<file path="config.mk">
export PLATFORM = sky130hd
export DESIGN_NAME = terminal_key_escape_decoder_unit
export DESIGN_NICKNAME = d
export VERILOG_FILES = /design/src/rtl/core/tked_pkg.sv /design/src/rtl/core/terminal_key_escape_decoder_unit.sv /design/src/rtl/core/tked_decode.sv
export SDC_FILE = /design/constraint.sdc
export NUM_CORES = 1
export LEC_CHECK = 0
export BUFFER_PORTS_ARGS = -buffer_cell sky130_fd_sc_hd__buf_2
export CAP_MARGIN = 20
export CELL_PAD_IN_SITES_DETAIL_PLACEMENT = 1
export CELL_PAD_IN_SITES_GLOBAL_PLACEMENT = 1
export CORE_UTILIZATION = 24
export CTS_CLUSTER_SIZE = 16
export DETAILED_ROUTE_END_ITERATION = 8
export GPL_ROUTABILITY_DRIVEN = 0
export PLACE_DENSITY = 0.55
export REMOVE_ABC_BUFFERS = 1
export SYNTH_ARGS = -nofsm -noshare
export SYNTH_HDL_FRONTEND = slang
export SYNTH_SLANG_ARGS = --single-unit
</file>
<file path="constraint.sdc">
create_clock -name clk -period 2.9 [get_ports clk]
set_clock_uncertainty 0.2 [all_clocks]
set_input_delay 0.145 -clock clk [delete_from_list [all_inputs] [get_ports clk]]
set_output_delay 0.145 -clock clk [all_outputs]
set_load 0.01 [all_outputs]
</file>
<file path="src/rtl/core/tked_pkg.sv">
// Package: types and constants for the terminal key escape decoder.
`default_nettype none

package tked_pkg;

  typedef enum logic [2:0] {
    PH_IDLE  = 3'd0,
    PH_ESC   = 3'd1,
    PH_LEAD  = 3'd2,
    PH_DIGIT = 3'd3,
    PH_SEMI  = 3'd4,
    PH_PARAM = 3'd5
  } phase_t;

  typedef struct packed {
    phase_t     phase;
    logic [7:0] lead_byte;
    logic [7:0] digit_byte;
    logic       param_is_five;
  } dec_state_t;

  typedef struct packed {
    logic       vld;
    logic [3:0] key_kind;
    logic [7:0] key_byte;
  } dec_result_t;

  localparam logic [7:0] BYTE_ESC   = 8'h1B;
  localparam logic [7:0] BYTE_CSI   = 8'h5B;
  localparam logic [7:0] BYTE_SS3   = 8'h4F;
  localparam logic [7:0] BYTE_TILDE = 8'h7E;
  localparam logic [7:0] BYTE_SEMI  = 8'h3B;
  localparam logic [7:0] BYTE_FIVE  = 8'h35;
  localparam logic [7:0] BYTE_ZERO  = 8'h30;
  localparam logic [7:0] BYTE_NINE  = 8'h39;
  localparam logic [7:0] BYTE_ONE   = 8'h31;
  localparam logic [7:0] BYTE_THREE = 8'h33;
  localparam logic [7:0] BYTE_FOUR  = 8'h34;
  localparam logic [7:0] BYTE_SIX   = 8'h36;
  localparam logic [7:0] BYTE_SEVEN = 8'h37;
  localparam logic [7:0] BYTE_EIGHT = 8'h38;
  localparam logic [7:0] BYTE_A     = 8'h41;
  localparam logic [7:0] BYTE_B     = 8'h42;
  localparam logic [7:0] BYTE_C     = 8'h43;
  localparam logic [7:0] BYTE_D     = 8'h44;
  localparam logic [7:0] BYTE_H     = 8'h48;
  localparam logic [7:0] BYTE_F     = 8'h46;

  localparam logic [3:0] KIND_PLAIN  = 4'd0;
  localparam logic [3:0] KIND_ESC    = 4'd1;
  localparam logic [3:0] KIND_UP     = 4'd2;
  localparam logic [3:0] KIND_DOWN   = 4'd3;
  localparam logic [3:0] KIND_RIGHT  = 4'd4;
  localparam logic [3:0] KIND_LEFT   = 4'd5;
  localparam logic [3:0] KIND_HOME   = 4'd6;
  localparam logic [3:0] KIND_END    = 4'd7;
  localparam logic [3:0] KIND_DEL    = 4'd8;
  localparam logic [3:0] KIND_PGUP   = 4'd9;
  localparam logic [3:0] KIND_PGDN   = 4'd10;
  localparam logic [3:0] KIND_CUP    = 4'd11;
  localparam logic [3:0] KIND_CDOWN  = 4'd12;
  localparam logic [3:0] KIND_CRIGHT = 4'd13;
  localparam logic [3:0] KIND_CLEFT  = 4'd14;

endpackage

`default_nettype wire

</file>
<file path="src/rtl/core/terminal_key_escape_decoder_unit.sv">
// Top level: terminal key escape decoder with input and result registers.
`default_nettype none

// Decodes VT100 style key escape sequences from a byte stream, one transaction
// per clock. Each input transaction (a byte, or a timeout when in_mode is 1) is
// captured in an input register, decoded by a short combinational step against
// the sequence state, and the key, if any, lands in the result register. A key
// appears on out_* via the input register, then the result register. Throughput
// is one transaction per cycle while out_stall is low; in_stall rises only when the
// input register holds a key-producing transaction and the result register is
// full and stalled.
module terminal_key_escape_decoder_unit (
  input  logic       clk,
  input  logic       rst_n,
  input  logic       in_valid,
  output logic       in_stall,
  input  logic       in_mode,
  input  logic [7:0] in_in_byte,
  output logic       out_valid,
  input  logic       out_stall,
  output logic [3:0] out_key_kind,
  output logic [7:0] out_key_byte
);

  logic                  s1_valid_r;
  logic                  s1_mode_r;
  logic [7:0]            s1_byte_r;
  tked_pkg::dec_state_t  state_r;
  tked_pkg::dec_state_t  state_nxt;
  tked_pkg::dec_result_t res;
  logic                  out_free;
  logic                  advance;
  logic                  out_valid_r;
  logic                  out_valid_nxt;
  logic [3:0]            out_kind_r;
  logic [7:0]            out_byte_r;

  tked_decode u_decode (
    .cur     (state_r),
    .mode    (s1_mode_r),
    .in_byte (s1_byte_r),
    .nxt     (state_nxt),
    .res     (res)
  );

  assign out_free      = !out_valid_r || !out_stall;
  assign advance       = s1_valid_r && (!res.vld || out_free);
  assign in_stall      = s1_valid_r && !advance;
  assign out_valid_nxt = (advance && res.vld) || (out_valid_r && out_stall);

  always_ff @(posedge clk) begin
    if (!rst_n) begin
      s1_valid_r <= 1'b0;
    end else if (!in_stall) begin
      s1_valid_r <= in_valid;
    end
  end

  always_ff @(posedge clk) begin
    if (!in_stall && in_valid) begin
      s1_mode_r <= in_mode;
      s1_byte_r <= in_in_byte;
    end
  end

  always_ff @(posedge clk) begin
    if (!rst_n) begin
      state_r.phase         <= tked_pkg::PH_IDLE;
      state_r.lead_byte     <= 8'd0;
      state_r.digit_byte    <= 8'd0;
      state_r.param_is_five <= 1'b0;
      out_valid_r           <= 1'b0;
    end else begin
      if (advance) begin
        state_r <= state_nxt;
      end
      out_valid_r <= out_valid_nxt;
    end
  end

  always_ff @(posedge clk) begin
    if (advance && res.vld) begin
      out_kind_r <= res.key_kind;
      out_byte_r <= res.key_byte;
    end
  end

  assign out_valid    = out_valid_r;
  assign out_key_kind = out_kind_r;
  assign out_key_byte = out_byte_r;

`ifndef SYNTHESIS
  a_byte_only_plain: assert property (@(posedge clk) disable iff (!rst_n)
    (out_valid && out_key_byte != 8'd0) |-> (out_key_kind == tked_pkg::KIND_PLAIN))
    else $error("nonzero key byte on a non-plain key");

  a_kind_range: assert property (@(posedge clk) disable iff (!rst_n)
    out_valid |-> (out_key_kind <= tked_pkg::KIND_CLEFT))
    else $error("key kind out of range");

  a_stall_needs_item: assert property (@(posedge clk) disable iff (!rst_n)
    in_stall |-> (s1_valid_r && res.vld && out_valid_r && out_stall))
    else $error("input stalled without a blocked key");

  a_key_lands: assert property (@(posedge clk) disable iff (!rst_n)
    (advance && res.vld) |=> (out_valid && out_key_kind == $past(res.key_kind)))
    else $error("decoded key not captured");
`endif

endmodule

`default_nettype wire

</file>
<file path="src/rtl/core/tked_decode.sv">
// Combinational escape sequence decoder: next state and result for one transaction.
`default_nettype none

module tked_decode (
  input  tked_pkg::dec_state_t  cur,
  input  logic                  mode,
  input  logic [7:0]            in_byte,
  output tked_pkg::dec_state_t  nxt,
  output tked_pkg::dec_result_t res
);

  logic is_digit;
  logic is_arrow;
  logic is_hf;

  assign is_digit = in_byte inside {[tked_pkg::BYTE_ZERO:tked_pkg::BYTE_NINE]};
  assign is_arrow = in_byte inside {[tked_pkg::BYTE_A:tked_pkg::BYTE_D]};
  assign is_hf    = in_byte inside {tked_pkg::BYTE_H, tked_pkg::BYTE_F};

  // next state
  always_comb begin
    nxt = cur;
    case (cur.phase)
      tked_pkg::PH_ESC: begin
        if (mode) begin
          nxt.phase = tked_pkg::PH_IDLE;
        end else begin
          nxt.lead_byte = in_byte;
          nxt.phase     = tked_pkg::PH_LEAD;
        end
      end
      tked_pkg::PH_LEAD: begin
        if (!mode && cur.lead_byte == tked_pkg::BYTE_CSI && is_digit) begin
          nxt.digit_byte = in_byte;
          nxt.phase      = tked_pkg::PH_DIGIT;
        end else begin
          nxt.phase = tked_pkg::PH_IDLE;
        end
      end
      tked_pkg::PH_DIGIT: begin
        if (!mode && in_byte == tked_pkg::BYTE_SEMI) begin
          nxt.phase = tked_pkg::PH_SEMI;
        end else begin
          nxt.phase = tked_pkg::PH_IDLE;
        end
      end
      tked_pkg::PH_SEMI: begin
        if (mode) begin
          nxt.phase = tked_pkg::PH_IDLE;
        end else begin
          nxt.param_is_five = (in_byte == tked_pkg::BYTE_FIVE);
          nxt.phase         = tked_pkg::PH_PARAM;
        end
      end
      tked_pkg::PH_PARAM: begin
        nxt.phase = tked_pkg::PH_IDLE;
      end
      default: begin
        if (!mode && in_byte == tked_pkg::BYTE_ESC) begin
          nxt.phase = tked_pkg::PH_ESC;
        end else begin
          nxt.phase = tked_pkg::PH_IDLE;
        end
      end
    endcase
  end

  // result
  always_comb begin
    res.vld      = 1'b0;
    res.key_kind = tked_pkg::KIND_ESC;
    res.key_byte = 8'd0;
    if (cur.phase == tked_pkg::PH_IDLE) begin
      if (!mode && in_byte != tked_pkg::BYTE_ESC) begin
        res.vld      = 1'b1;
        res.key_kind = tked_pkg::KIND_PLAIN;
        res.key_byte = in_byte;
      end
    end else if (mode) begin
      res.vld = 1'b1;
    end else begin
      case (cur.phase)
        tked_pkg::PH_LEAD: begin
          if (!(cur.lead_byte == tked_pkg::BYTE_CSI && is_digit)) begin
            res.vld = 1'b1;
            if (cur.lead_byte == tked_pkg::BYTE_CSI && is_arrow) begin
              case (in_byte)
                tked_pkg::BYTE_A: res.key_kind = tked_pkg::KIND_UP;
                tked_pkg::BYTE_B: res.key_kind = tked_pkg::KIND_DOWN;
                tked_pkg::BYTE_C: res.key_kind = tked_pkg::KIND_RIGHT;
                default:          res.key_kind = tked_pkg::KIND_LEFT;
              endcase
            end else if ((cur.lead_byte == tked_pkg::BYTE_CSI ||
                          cur.lead_byte == tked_pkg::BYTE_SS3) && is_hf) begin
              res.key_kind = (in_byte == tked_pkg::BYTE_H) ? tked_pkg::KIND_HOME
                                                            : tked_pkg::KIND_END;
            end
          end
        end
        tked_pkg::PH_DIGIT: begin
          if (in_byte != tked_pkg::BYTE_SEMI) begin
            res.vld = 1'b1;
            if (in_byte == tked_pkg::BYTE_TILDE) begin
              case (cur.digit_byte)
                tked_pkg::BYTE_ONE,
                tked_pkg::BYTE_SEVEN: res.key_kind = tked_pkg::KIND_HOME;
                tked_pkg::BYTE_THREE: res.key_kind = tked_pkg::KIND_DEL;
                tked_pkg::BYTE_FOUR,
                tked_pkg::BYTE_EIGHT: res.key_kind = tked_pkg::KIND_END;
                tked_pkg::BYTE_FIVE:  res.key_kind = tked_pkg::KIND_PGUP;
                tked_pkg::BYTE_SIX:   res.key_kind = tked_pkg::KIND_PGDN;
                default:              res.key_kind = tked_pkg::KIND_ESC;
              endcase
            end
          end
        end
        tked_pkg::PH_PARAM: begin
          res.vld = 1'b1;
          if (cur.param_is_five && is_arrow) begin
            case (in_byte)
              tked_pkg::BYTE_A: res.key_kind = tked_pkg::KIND_CUP;
              tked_pkg::BYTE_B: res.key_kind = tked_pkg::KIND_CDOWN;
              tked_pkg::BYTE_C: res.key_kind = tked_pkg::KIND_CRIGHT;
              default:          res.key_kind = tked_pkg::KIND_CLEFT;
            endcase
          end
        end
        default: begin
          res.vld = 1'b0;
        end
      endcase
    end
  end

endmodule

`default_nettype wire
</file>
==> results.json <==
{
  "drt_iter0_drc": 45,
  "htreeDepth": 2,
  "holdPathEnd": "out_valid$_SDFF_PN0_",
  "mostFrequentLayoutCell": "buf_2",
  "antenna_found_initial": 0,
  "grt_pass1_vias": 1714,
  "hpwl_um": 3850,
  "max_freq_mhz": 398,
  "async_reset_ff_frac": 0,
  "reg2reg_to": "s1_byte_r[5]$_DFFE_PP_",
  "end_kind": "primary output",
  "layout_common_cells": "buf_2 (26), dfxtp_1 (22), edfxtp_1 (21), nor2b_1 (16), mux2i_1 (15)",
  "grt_use_total": 0.123,
  "postSynthAreaPerCell_um2": 10.0,
  "multi_input_area_um2": 995,
  "fin_nets": 265,
  "cp_max_fo": 12,
  "cts_tree": "done",
  "cts.sinks": 43,
  "firstDrtPassIters": 4,
  "vias": 1707,
  "criticalPathCategory": "reg -> out",
  "holdWs_ps": -6.64,
  "clkTransAtPathRegs_ps": 80,
  "area_growth_pct": 21.7,
  "drc": 0,
  "ys_seq_area_frac": 0.501,
  "reg2reg_from": "s1_byte_r[2]$_DFFE_PP_",
  "n_fill_cell": 1016,
  "worst_pin_slew_ps": 574,
  "drv_cap": 0,
  "core_area_um2": 8680,
  "crit_chain": "buf_4 > nand2b_1 > nor3_1 > o211ai_1 > o211ai_1 > nor2_1 > buf_2",
  "die_x_um": 96.4,
  "r2r_slack_ps": 390,
  "finalSetupTns_ps": 0,
  "fin_crit_ps": 2510,
  "r2r_cells": 8,
  "hold_path_depth": 3,
  "yosysWarnings": 0,
  "slowest_delay_ps": 450,
  "antenna_left": 0,
  "hold_start": "out_stall",
  "portBuffers": 26,
  "start_util": 0.246,
  "syn-cell-area_um2": 2140,
  "numCtsBuffers": 5,
  "setup_violations": 0,
  "clk_latency_ps": 290,
  "power.leakage_nw": 0.977,
  "min_period_over_period": 0.867,
  "vdd_drop_max_v": 0.000221,
  "maxSlewViolCount": 0,
  "wl_um": 5270,
  "ys_ff_latch": 43,
  "grt_pass1_wl_um": 8490,
  "die_y_um": 96.4,
  "violations": "hold timing",
  "drive_gt1_frac": 0.174,
  "final_cells": 361,
  "synth_edf_count": 21,
  "crit_top_cell": "o211ai_1",
  "arrival_ps": 2170,
  "die-area_um2": 9290,
  "cts_repair_resize_count": 0,
  "crit_required_ps": 2560,
  "antenna-diode-count": 0,
  "critPathSlowestCell": "edfxtp_1",
  "relSlewSlack": 0.614,
  "vias_per_cell": 4.73,
  "design_area_um2": 2600,
  "worstSetupStartpointType": "flop",
  "regArea_um2": 1070,
  "grt_max_degree": 26,
  "post_drt_wl_per_cell_um": 14.6,
  "overflow": 0,
  "cts_root_buf": "clkbuf_8",
  "status": "complete, but fails checks",
  "powerDensity_nw_per_um2": 439,
  "hold_viol": 1,
  "synth.distinct_cells": 46,
  "dp_cells": 343,
  "syn_inst": 213,
  "clk_path_buf_depth": 2,
  "rsz0062_at_grt": "no",
  "hold_class": "in -> reg",
  "rows": 34,
  "ioPinCount": 27,
  "synth_flop_cell": "dfxtp_1",
  "placed_cell_area_um2": 2410
}
-- critical path, delay by kind of cell, from the launching register on --
family | cells | cell delay (ps)
buf+inv | 2 | 370
flops | 1 | 450
simple gates | 3 | 610
compound gates | 2 | 460
-- report_power, final --
| group | leakage, nW | switching (mW) | total, mW | internal [mW] |
|---|---|---|---|---|
| clock | 0.0459 | 0.201 | 0.392 | 0.191 |
| combinational | 0.549 | 0.0404 | 0.0829 | 0.0424 |
| sequential | 0.382 | 0.0165 | 0.667 | 0.650 |
| total | 0.977 | 0.258 | 1.14 | 0.884 |
-- sequential cells by signal (all words and copies together) (netlist names) --
signal	cells
out_valid	1
s1_byte_r	8
out_key_byte	8
out_key_kind	4
s1_mode_r	1
state_r	20
s1_valid_r	1
-- cells in the mapped netlist, drive strengths merged (2+ instances only) --
cell / instances / area, um2
a211oi: 2 / 20.0
a21boi: 5 / 37.5
a21oi: 12 / 60.1
and2: 10 / 63.8
and3: 3 / 18.8
and4b: 2 / 20.0
buf: 5 / 22.5
clkbuf: 6 / 22.5
dfxtp: 22 / 440
edfxtp: 21 / 631
inv: 7 / 26.3
mux2i: 15 / 150
nand2: 12 / 45.0
nand2b: 4 / 25.0
nand3: 4 / 25.0
nand3b: 3 / 22.5
nand4b: 3 / 26.3
nor2: 14 / 60.1
nor2b: 16 / 100
nor3: 5 / 25.0
nor4: 5 / 31.3
nor4b: 3 / 26.3
o211ai: 2 / 15.0
o21ai: 13 / 65.1
or3: 2 / 12.5
xnor2: 3 / 26.3
-- area by class of cell --
class / instances / share of cell area
repair buffers: 43 / 0.109
inverters: 7 / 0.0101
flip-flops and latches: 43 / 0.412
clock inverters: 1 / 0.00144
clock buffers: 7 / 0.0332
multi-input cells: 152 / 0.383
well taps: 108 / 0.0520
-- repair_timing --
action / in CTS / in global routing
hold buffers: 10 / 0
setup buffers: 0 / 0
endpoints found under the hold margin: 10 / 0
-- worst max path at each step --
stage | slack [ps] | endpoint | depth (start not counted) | from
6_report | 390 | in_stall | 7 | s1_byte_r[2]$_DFFE_PP_
5_1_grt | 190 | s1_byte_r[5]$_DFFE_PP_ | 7 | s1_byte_r[1]$_DFFE_PP_
4_1_cts | 380 | in_stall | 6 | s1_byte_r[1]$_DFFE_PP_
3_5_place_dp | 420 | s1_byte_r[2]$_DFFE_PP_ | 8 | s1_byte_r[2]$_DFFE_PP_
3_3_place_gp | 440 | out_key_kind[0]$_DFFE_PP_ | 6 | s1_byte_r[4]$_DFFE_PP_
2_1_floorplan | 330 | s1_byte_r[0]$_DFFE_PP_ | 6 | s1_byte_r[2]$_DFFE_PP_
-- per-layer routing --
metal / vias to the layer above / GRT usage / part of all wire
met5: - / 0 / 0
met4: 0 / 0.0392 / 0.014
met3: 7 / 0.0253 / 0.031
met2: 29 / 0.203 / 0.47
met1: 817 / 0.160 / 0.49
li1: 854 / - / -
-- cells by family after synthesis --
group / count (synthesis) / synth area share
AOI/OAI and AO/OA: 43 / 0.126
xor gates and xnor gates: 4 / 0.0164
buffers and inverters: 18 / 0.0334
DFF: 43 / 0.501
muxes: 15 / 0.0703
and+or+nand+nor: 90 / 0.253
-- stage by stage --
step	setup WS [ps]	utilization	hold WS (ps)	total power, mW
6_report	385	0.300	-6.64	1.14
5_1_grt	194	0.300	13.3	1.19
4_1_cts	377	0.300	0.388	1.16
3_5_place_dp	417	0.278	124	0.756
3_3_place_gp	436	0.278	123	0.756
2_1_floorplan	333	-	43.9	0.714
No activity file was read; power rests on OpenSTA's default activity.
